===== config.mk =====
export PLATFORM = sky130hd
export DESIGN_NAME = byte_ring_buffer_multi_byte_top
export DESIGN_NICKNAME = d
export VERILOG_FILES = /design/src/rtl/brb_pkg.sv /design/src/rtl/brb_ram.sv /design/src/rtl/byte_ring_buffer_multi_byte_top.sv
export SDC_FILE = /design/constraint.sdc
export NUM_CORES = 2
export LEC_CHECK = 0
export BUFFER_PORTS_ARGS = -buffer_cell sky130_fd_sc_hd__clkbuf_2
export CAP_MARGIN = 20
export CORE_ASPECT_RATIO = 0.9
export CORE_MARGIN = 2
export CORE_UTILIZATION = 60
export CTS_CLUSTER_DIAMETER = 100
export DETAILED_ROUTE_END_ITERATION = 8
export HOLD_SLACK_MARGIN = 0.12
export PLACE_DENSITY = 0.87
export SKIP_CTS_REPAIR_TIMING = 1
export SYNTH_ARGS = -nofsm -noshare
export SYNTH_HDL_FRONTEND = slang
export SYNTH_SLANG_ARGS = --single-unit

===== constraint.sdc =====
create_clock -name clk_i -period 7.1 [get_ports clk_i]
set_input_delay 0.355 -clock clk_i [delete_from_list [all_inputs] [get_ports clk_i]]
set_output_delay 0.355 -clock clk_i [all_outputs]
set_load 0.02 [all_outputs]

===== src/rtl/brb_pkg.sv =====
`timescale 1ns / 1ps
// ----------------------------------------------------------------------------
// brb_pkg
// Shared constants and helpers for the byte ring buffer.
// ----------------------------------------------------------------------------
package brb_pkg;

  localparam int unsigned MaxCapacity = 256;
  localparam int unsigned MaxBytes    = 8;
  localparam int unsigned PosW        = $clog2(MaxCapacity);
  localparam int unsigned CapW        = 9;
  localparam int unsigned LenW        = 4;
  localparam int unsigned IdxW        = $clog2(MaxBytes);
  localparam int unsigned DataW       = 8 * MaxBytes;

  // opcodes
  localparam logic [1:0] OP_PUSH  = 2'd0;
  localparam logic [1:0] OP_POP   = 2'd1;
  localparam logic [1:0] OP_CLEAR = 2'd2;

  // result status codes
  localparam logic [2:0] ST_OK      = 3'd0;
  localparam logic [2:0] ST_BAD_LEN = 3'd1;
  localparam logic [2:0] ST_NO_ROOM = 3'd2;
  localparam logic [2:0] ST_SHORT   = 3'd3;
  localparam logic [2:0] ST_NOTHING = 3'd4;

  // advance a ring position, wrapping at the capacity
  function automatic logic [PosW-1:0] next_pos(input logic [PosW-1:0] pos,
                                               input logic [CapW-1:0] cap);
    logic [CapW-1:0] inc;
    inc = CapW'(pos) + CapW'(1);
    if (inc >= cap) begin
      next_pos = '0;
    end else begin
      next_pos = inc[PosW-1:0];
    end
  endfunction

  // clamp a written capacity to 1..MaxCapacity
  function automatic logic [CapW-1:0] clamp_cap(input logic [CapW-1:0] value);
    if (value == '0) begin
      clamp_cap = CapW'(1);
    end else if (value > CapW'(MaxCapacity)) begin
      clamp_cap = CapW'(MaxCapacity);
    end else begin
      clamp_cap = value;
    end
  endfunction

endpackage


===== src/rtl/brb_ram.sv =====
`timescale 1ns / 1ps
// ----------------------------------------------------------------------------
// brb_ram
// Simple dual-port RAM, one write and one read port, registered read data.
// ----------------------------------------------------------------------------
module brb_ram #(
  parameter int unsigned Width = 8,
  parameter int unsigned Depth = 256
) (
  input  logic                     clk_i,
  input  logic                     we_i,
  input  logic [$clog2(Depth)-1:0] waddr_i,
  input  logic [Width-1:0]         wdata_i,
  input  logic                     re_i,
  input  logic [$clog2(Depth)-1:0] raddr_i,
  output logic [Width-1:0]         rdata_o
);

  logic [Width-1:0] mem [Depth];
  logic [Width-1:0] rdata_q;

  always_ff @(posedge clk_i) begin
    if (we_i) begin
      mem[waddr_i] <= wdata_i;
    end
    if (re_i) begin
      rdata_q <= mem[raddr_i];
    end
  end

  assign rdata_o = rdata_q;

endmodule


===== src/rtl/byte_ring_buffer_multi_byte_top.sv =====
`timescale 1ns / 1ps
// ----------------------------------------------------------------------------
// byte_ring_buffer_multi_byte_top
// Byte ring buffer of programmable capacity with push, pop and clear requests.
// ----------------------------------------------------------------------------
// Usage:
//   Requests enter on the s_axis channel: tuser carries the opcode (push, pop,
//   clear), tdata the byte count and up to eight push bytes. Each request
//   gives exactly one result on m_axis: tuser carries the status, tdata the
//   moved count, the popped bytes and the fill level after the request.
//   The capacity register is written through cfg_we_i / cfg_wdata_i; the user
//   writes it only while the block is idle, which the block itself does not enforce; a write also empties the ring.
// Operation:
//   Bytes move through one byte-wide RAM, one byte per cycle on its single
//   write or read port. A push writes its bytes in S_PUSH; a pop reads them
//   in S_POP and then waits for the registered RAM read data of the last byte.
//   A clear or a rejected request goes straight to S_DONE; every result waits
//   there until the output register frees.
// Reset and stall:
//   Reset empties the ring and sets the capacity to 256; no clearing pass.
//   A result waits in the output register while m_axis_tready is low; the
//   next request is still taken and its result holds back until the
//   output register frees.
// ----------------------------------------------------------------------------
module byte_ring_buffer_multi_byte_top
  import brb_pkg::*;
(
  input  logic        clk_i,
  input  logic        rst_ni,
  input  logic        cfg_we_i,
  input  logic [8:0]  cfg_wdata_i,     // capacity
  input  logic        s_axis_tvalid,
  output logic        s_axis_tready,
  input  logic [71:0] s_axis_tdata,    // [3:0] byte_count, [67:4] push_bytes, [71:68] zero
  input  logic [1:0]  s_axis_tuser,    // [1:0] opcode
  output logic        m_axis_tvalid,
  input  logic        m_axis_tready,
  output logic [79:0] m_axis_tdata,    // [3:0] moved_count, [67:4] pop_bytes,
                                       // [76:68] fill_level, [79:77] zero
  output logic [2:0]  m_axis_tuser     // [2:0] status
);

  localparam logic [1:0] S_IDLE = 2'd0;
  localparam logic [1:0] S_PUSH = 2'd1;
  localparam logic [1:0] S_POP  = 2'd2;
  localparam logic [1:0] S_DONE = 2'd3;

  logic [1:0]       state_q, state_d;
  logic [CapW-1:0]  cap_q, cap_d;
  logic [PosW-1:0]  wr_pos_q, wr_pos_d;
  logic [PosW-1:0]  rd_pos_q, rd_pos_d;
  logic [CapW-1:0]  held_q, held_d;
  logic [LenW-1:0]  left_q, left_d;
  logic             rd_pend_q, rd_pend_d;
  logic [IdxW-1:0]  bidx_q, bidx_d;
  logic [DataW-1:0] data_q, data_d;
  logic [2:0]       res_status_q, res_status_d;
  logic [LenW-1:0]  res_moved_q, res_moved_d;
  logic [DataW-1:0] res_pop_q, res_pop_d;

  logic             out_valid_q, out_valid_d;
  logic [2:0]       out_status_q;
  logic [LenW-1:0]  out_moved_q;
  logic [DataW-1:0] out_pop_q;
  logic [CapW-1:0]  out_fill_q;
  logic             out_load;

  logic             ram_we;
  logic             ram_re;
  logic [7:0]       ram_rdata;

  logic [1:0]       in_op;
  logic [LenW-1:0]  in_len;
  logic [LenW-1:0]  pop_len;
  logic [DataW-1:0] in_bytes;
  logic             in_fire;

  assign in_op    = s_axis_tuser;
  assign in_len   = s_axis_tdata[3:0];
  assign in_bytes = s_axis_tdata[67:4];
  assign pop_len  = (in_len > LenW'(MaxBytes)) ? LenW'(MaxBytes) : in_len;

  assign s_axis_tready = (state_q == S_IDLE);
  assign in_fire       = s_axis_tvalid && s_axis_tready;
  assign out_load      = (state_q == S_DONE) && (!out_valid_q || m_axis_tready);

  // Pushes finish before any later pop is issued, so RAM write and read of
  // one entry never meet in the same cycle.
  assign ram_we = (state_q == S_PUSH);
  assign ram_re = (state_q == S_POP) && (left_q != '0);

  brb_ram #(
    .Width (8),
    .Depth (MaxCapacity)
  ) u_store (
    .clk_i   (clk_i),
    .we_i    (ram_we),
    .waddr_i (wr_pos_q),
    .wdata_i (data_q[7:0]),
    .re_i    (ram_re),
    .raddr_i (rd_pos_q),
    .rdata_o (ram_rdata)
  );

  always_comb begin
    state_d      = state_q;
    cap_d        = cap_q;
    wr_pos_d     = wr_pos_q;
    rd_pos_d     = rd_pos_q;
    held_d       = held_q;
    left_d       = left_q;
    rd_pend_d    = rd_pend_q;
    bidx_d       = bidx_q;
    data_d       = data_q;
    res_status_d = res_status_q;
    res_moved_d  = res_moved_q;
    res_pop_d    = res_pop_q;

    if (cfg_we_i) begin
      cap_d    = clamp_cap(cfg_wdata_i);
      wr_pos_d = '0;
      rd_pos_d = '0;
      held_d   = '0;
    end

    case (state_q)
      S_IDLE: begin
        if (in_fire) begin
          res_status_d = ST_OK;
          res_moved_d  = '0;
          res_pop_d    = '0;
          data_d       = in_bytes;
          bidx_d       = '0;
          rd_pend_d    = 1'b0;
          state_d      = S_DONE;
          case (in_op)
            OP_PUSH: begin
              if (in_len == '0 || in_len > LenW'(MaxBytes) || CapW'(in_len) > cap_q) begin
                res_status_d = ST_BAD_LEN;
              end else if (cap_q - held_q < CapW'(in_len)) begin
                res_status_d = ST_NO_ROOM;
              end else begin
                res_moved_d = in_len;
                left_d      = in_len;
                held_d      = held_q + CapW'(in_len);
                state_d     = S_PUSH;
              end
            end
            OP_POP: begin
              if (held_q == '0 || pop_len == '0) begin
                res_status_d = ST_NOTHING;
              end else if (held_q < CapW'(pop_len)) begin
                res_status_d = ST_SHORT;
              end else begin
                res_moved_d = pop_len;
                left_d      = pop_len;
                held_d      = held_q - CapW'(pop_len);
                state_d     = S_POP;
              end
            end
            OP_CLEAR: begin
              wr_pos_d = '0;
              rd_pos_d = '0;
              held_d   = '0;
            end
            default: begin
              // unused opcode: report ok, leave the ring alone
            end
          endcase
        end
      end
      S_PUSH: begin
        // write one byte per cycle, then shift the next one down
        data_d   = data_q >> 8;
        wr_pos_d = next_pos(wr_pos_q, cap_q);
        left_d   = left_q - LenW'(1);
        if (left_q == LenW'(1)) begin
          state_d = S_DONE;
        end
      end
      S_POP: begin
        if (left_q != '0) begin
          rd_pos_d  = next_pos(rd_pos_q, cap_q);
          left_d    = left_q - LenW'(1);
          rd_pend_d = 1'b1;
        end else begin
          rd_pend_d = 1'b0;
          state_d   = S_DONE;
        end
        if (rd_pend_q) begin
          for (int k = 0; k < int'(MaxBytes); k++) begin
            if (bidx_q == IdxW'(k)) begin
              res_pop_d[8*k +: 8] = ram_rdata;
            end
          end
          bidx_d = bidx_q + IdxW'(1);
        end
      end
      S_DONE: begin
        if (out_load) begin
          state_d = S_IDLE;
        end
      end
      default: begin
        state_d = S_IDLE;
      end
    endcase
  end

  always_comb begin
    out_valid_d = out_valid_q;
    if (out_load) begin
      out_valid_d = 1'b1;
    end else if (m_axis_tready) begin
      out_valid_d = 1'b0;
    end
  end

  always_ff @(posedge clk_i or negedge rst_ni) begin
    if (!rst_ni) begin
      state_q     <= S_IDLE;
      cap_q       <= CapW'(MaxCapacity);
      wr_pos_q    <= '0;
      rd_pos_q    <= '0;
      held_q      <= '0;
      left_q      <= '0;
      rd_pend_q   <= 1'b0;
      bidx_q      <= '0;
      out_valid_q <= 1'b0;
    end else begin
      state_q     <= state_d;
      cap_q       <= cap_d;
      wr_pos_q    <= wr_pos_d;
      rd_pos_q    <= rd_pos_d;
      held_q      <= held_d;
      left_q      <= left_d;
      rd_pend_q   <= rd_pend_d;
      bidx_q      <= bidx_d;
      out_valid_q <= out_valid_d;
    end
  end

  always_ff @(posedge clk_i) begin
    data_q       <= data_d;
    res_status_q <= res_status_d;
    res_moved_q  <= res_moved_d;
    res_pop_q    <= res_pop_d;
    if (out_load) begin
      out_status_q <= res_status_q;
      out_moved_q  <= res_moved_q;
      out_pop_q    <= res_pop_q;
      out_fill_q   <= held_q;
    end
  end

  assign m_axis_tvalid = out_valid_q;
  assign m_axis_tuser  = out_status_q;
  assign m_axis_tdata  = {3'b000, out_fill_q, out_pop_q, out_moved_q};

  logic [CapW:0] ring_sum;
  logic [CapW:0] ring_wr;
  assign ring_sum = (CapW+1)'(rd_pos_q) + (CapW+1)'(held_q);
  assign ring_wr  = (ring_sum >= (CapW+1)'(cap_q)) ? ring_sum - (CapW+1)'(cap_q) : ring_sum;

`ifndef ASSERT_OFF
  a_held_le_cap: assert property (@(posedge clk_i) disable iff (!rst_ni)
    held_q <= cap_q)
    else $error("fill level exceeds capacity");

  a_positions_consistent: assert property (@(posedge clk_i) disable iff (!rst_ni)
    (state_q == S_IDLE) |-> (ring_wr == (CapW+1)'(wr_pos_q)))
    else $error("write position does not match read position plus fill level");

  a_write_in_ring: assert property (@(posedge clk_i) disable iff (!rst_ni)
    ram_we |-> (CapW'(wr_pos_q) < cap_q))
    else $error("store write beyond capacity");

  a_pop_tail_pending: assert property (@(posedge clk_i) disable iff (!rst_ni)
    (state_q == S_POP && left_q == '0) |-> rd_pend_q)
    else $error("pop finishing without a read in flight");
`endif

endmodule


# Word level (Yosys, flattened, before mapping)

Memory sizes are Yosys's and may differ from the RTL's. A register that Yosys moved wholly into a read port is not among the register bits.
Index checks and enable logic that the tools add are counted.

Register bits after elaboration: 260
Bits in writable memories: 2048
Memories: 1

Add/subtract/negate cells: 7
Order comparisons: 7
Eq/ne operators: 32
Multiplexer cells: 73
Reduce and logical (&&, ||, !) cells: 34

Memory list:

| name        | depth | bits a word | rd ports | clocked after memory_dff | wr ports | line          | source |
|---|---|---|---|---|---|---|---|
| u_store.mem | 256   | 8           | 1        | 1                        | 1        | brb_ram.sv:19 | `logic [Width-1:0] mem [Depth];` |

Operators by type and width:

| operator              | number |
|---|---|
| $pmux W64 S2          | 2 |
| $mux W64              | 3 |
| $mux W8               | 17 |
| $mux W9               | 9 |
| $mux W4               | 11 |
| $reduce_and A4 Y1     | 9 |
| $pmux W8 S2           | 2 |
| $pmux W9 S3           | 1 |
| $ne A2 B1 Y1 const B  | 11 |
| $add A8 B1 Y9 const B | 2 |
| $ge A9 B9 Y1          | 2 |
| $logic_not A9 Y1      | 2 |
| $lt A9 B4 Y1          | 2 |
| $mux W2               | 9 |
| $pmux W4 S2           | 2 |
| $eq A3 B3 Y1 const B  | 4 |
| $ne A3 B3 Y1 const B  | 4 |
| $pmux W3 S2           | 2 |
| $pmux W4 S3           | 1 |
| $add A9 B4 Y9         | 1 |
| $gt A4 B9 Y1          | 1 |
| $gt A9 B9 Y1 const B  | 1 |
| $mux W3               | 3 |
| $sub A9 B4 Y9         | 1 |
| other kinds (27)      | 51 |

# Logic depth before layout (Yosys ltp)

Word-level depth: 8
Gate-level depth with buffers: 15
Gate-level depth less buffers: 14

# Hierarchy

A second synthesis with hierarchy kept.

Cells, all modules: 4560
Area total of the unflattened synthesis: 91216.2 sq um

By module, submodules not included:

| module                          | instances | cells each | area each (sq um) |
|---|---|---|---|
| brb_ram                         | 1         | 3733       | 79636.4 |
| byte_ring_buffer_multi_byte_top | 1         | 827        | 11579.9 |

# Least setup slack after synthesis

No wires, ideal clock.

Kind: reg2reg
From: register state_q[1]
To: register data_q[0] (enable)
Setup time: 0.574 ns
Data arrival time: 5.473 ns
Required time: 6.526 ns
Slack: 1.053 ns
Stages on the path, launching flop included: 6
Clock period less this slack: 6.047 ns
Cell sequence: dfrtp_1 > inv_1 > ha_1 > clkbuf_1 > inv_1 > o21ai_0

Longest elaborated chain between the ends: 4

Ends and longest elaborated chain:

| item                            | line                                                                          | source |
|---|---|---|
| from (decl)                     | byte_ring_buffer_multi_byte_top.sv:48                                         | `logic [1:0] state_q, state_d;` |
| from (signal assigned)          | byte_ring_buffer_multi_byte_top.sv:231                                        | `state_q <= state_d;` |
| $logic_not A2 Y1                | byte_ring_buffer_multi_byte_top.sv:83, byte_ring_buffer_multi_byte_top.sv:126 |  |
| $logic_and A1 B1 Y1             | byte_ring_buffer_multi_byte_top.sv:84                                         | `assign in_fire = s_axis_tvalid && s_axis_tready;` |
| $ne A2 B1 Y1 (no line)          | -                                                                             |  |
| $reduce_and A2 Y1 (no line) (*) | -                                                                             |  |
| to (signal assigned)            | byte_ring_buffer_multi_byte_top.sv:244                                        | `data_q <= data_d;` |
| to (decl)                       | byte_ring_buffer_multi_byte_top.sv:56                                         | `logic [DataW-1:0] data_q, data_d;` |

Every way passes the cells marked *; elsewhere a longest branch is shown, timed or not.
A chain may end at the register's enable or synchronous reset.

==> results.ini <==
[run_status]
status = finished, violations left
violations = slew limit

[place]
placement.cell_area_sq_um = 94500
routabilityCongestion = 0.918
hpwl_detailed_microns = 125000
portBuffers = 165
preCtsSetupSlack_ns = 2.29
placed_cells = 6747

[global_routing]
grt_max_degree = 212
groute.usage.overall_pct = 29.5
vias_in_the_first_global_route = 50278
grt.overflow.total = 0
grt_first_pass_wirelength_microns = 337000
number_of_antenna_violations_at_the_first_check_in_global_routing = 9

[final_layout]
postLayoutCoreUtil_pct = 67.2
nNetsFinal = 5204
area_growth_pct = 11.3
mostFrequentLayoutCell = edfxtp_1
final_cell_count_no_fill = 7245
layout.cells.most_common_list = edfxtp_1, mux2i_1, mux4_2
final_design_area_no_fill_sq_um = 103000
n_fill_cell = 8626
final_layout_size_suffix_gt1_share_pct = 19.3

[route]
drcViolationCount = 0
drt_iter0_markers = 8784
detailroute.via_count = 51526
avgViaCountPerCell = 7.11
firstDrtPassIters = 8
drt_wl_total_microns = 238000
dr_wl_cell_microns = 32.9
drt.antenna.violating_nets = 0

[pwr]
leakage_power_nw = 32.5
power.density_cell_area_nw_per_um2 = 378
irDropWorstVdd_v = 0.000378
total_power_mw = 38.8

[clock_network]
clock_root_cell = clkbuf_16
tritoncts.num_buffers = 210
clock_tree_from_tritoncts = done
insertion_delay_ns = 0.88
cts_sinks = 2316
max-clock-path-buffers = 3
clk_pin_slew_worst_paths_ns = 0.07
htree_num_levels = 4

[sta]
hold_violations = 0
setup-violations-final = 0
slew_violations = 56
slew-limit-headroom_pct = -2.93
maxClockFrequency_mhz = 196
grt_setup_unrepaired = no
post-route-worst-setup-slack_ns = 2.01
hold_slack_ns = 0.134
final.min_clock_period_ns = 5.09
timing.clock.skew_ns = 0.0448
tightestPinTransition_ns = 1.54
final_min_period_over_clock_period_pct = 71.7
setup_total_negative_slack_ns = 0

[logic_synthesis]
avgSynthCellArea_sq_um = 19.2
synthTopCellsByArea = edfxtp_1, mux4_2, mux2i_1
synth_enable_flop_cells = 2271
synth-warning-count = 0
register_area_share_after_synthesis_pct = 75.3
area_share_of_the_largest_cell_type_after_synthesis_pct = 74.1
ys_dominant_reg_cell = edfxtp_1
synth_cell_type_count = 73
total_of_flip_flops_plus_latches_after_synthesis = 2316
postSynthCellCount = 4793
synth-async-reset-ratio_pct = 1.94
mappedNetlistArea_sq_um = 92100
synthDominantAreaCellType = edfxtp_1

[worst_setup_path]
timing.setup.critical_path_class = register to register
cp.required_ns = 7.68
startpoint_type = register
timing.critical_path.arrival_ns = 5.67
crit_path_cell_trace = buf_4, buf_4, mux4_2, mux4_2, a22o_1, nor4_1, a311oi_1
worst_setup_path_end_kind = register
timing.critical_path.buf_inv = 2
critPathTopFamily = buffers and inverters
worstPathMaxFanout = 50
crit_path_max_cell_delay_ns = 0.89
worst_path_cell_with_the_longest_stage_delay = dfrtp_4

[floorplanning]
core_box_area_sq_um = 153000
die_area_sq_um = 157000
die_y_microns = 376
design.portCount = 173
die_wd_microns = 417
std_cell_rows = 136
initial_core_util_pct = 60.3

[job]
total_of_max_cap_violations = 0

[worst_hold_path]
timing.hold.worst.class = input port to register

final cells by class:
cell class | instances | area (sq um) | area share [%]
repair buffers | 326 | 2530 | 2.47
multi-input cells | 2152 | 20900 | 20.4
flip-flops and latches | 2316 | 69300 | 67.6
clock inverters | 144 | 1520 | 1.48
well taps | 2001 | 2500 | 2.44
inverters | 49 | 191 | 0.187
diodes | 8 | 20.0 | 0.0195
clock buffers | 249 | 5490 | 5.35
report_power, final:
group	internal, mW	switching, mW
clock network	6.58	5.10
registers	17.7	0.428
logic	2.96	6.02
per-layer routing:
layer  vias to the layer above  global-route usage [%]  routed length [microns]
met3                       858                    7.85                    31200
met2                      4611                    47.1                   114000
li1                      20203                       -                        -
met4                        12                    13.8                    13500
met1                     25842                    38.3                    79300
met5                         -                       0                       63
logic make-up (layout without fill, tap and decap cells):
family / Yosys count / in the layout / share of synthesized area, %
other cells: 1 / 11 / 0.00407
buf+inv: 327 / 768 / 2.12
compound gates: 623 / 623 / 4.86
simple gates: 646 / 646 / 3.16
flops: 2316 / 2316 / 75.3
fa+ha+maj: 61 / 61 / 0.853
mux: 797 / 797 / 13.5
xor+xnor: 22 / 22 / 0.209
state kept, by name, summed over array words and instances, names as in the netlist, 9 cells and up:
name         cells
res_pop_q       64
out_fill_q       9
held_q           9
data_q          64
u_store.mem   2048
cap_q            9
out_pop_q       64
final timing paths:
path,startpoint,endpoint,slack (ns),depth (start not counted)
worst max-delay path,rd_pos_q[1],u_store.rdata_o[7],2.01,7
worst min-delay path,cfg_we_i,cap_q[0],0.13,2
worst max register to register,rd_pos_q[1],u_store.rdata_o[7],2.01,7
worst min register to register,res_pop_q[26],out_pop_q[26],0.41,0
max in group asynchronous,rst_ni,rd_pos_q[1],6.41,3
min in group asynchronous,rst_ni,cap_q[1],0.16,3
synth_stat cells (all sizes together), types with 4 or more instances:
library cell and instances:
clkbuf 132, a21oi 149, o221ai 186, a21boi 4, nand4 9, and3 8
dfrtp 44, nand2 69, and2 15, a211oi 38, mux4 350, o31a 4
nand3 34, a31oi 7, o31ai 8, edfxtp 2271, xnor2 15, nand2b 21
or4 9, a21o 12, or3 4, ha 58, a22oi 13, o211ai 6
xor2 7, o21a 9, nor3 84, o41ai 6, nor4 14, buf 146
nor2 336, nor2b 33, a311oi 8, a22o 6, mux2i 390, o22ai 97
o21ai 54, mux2 57, inv 48
(Power assumes the default switching activity.)
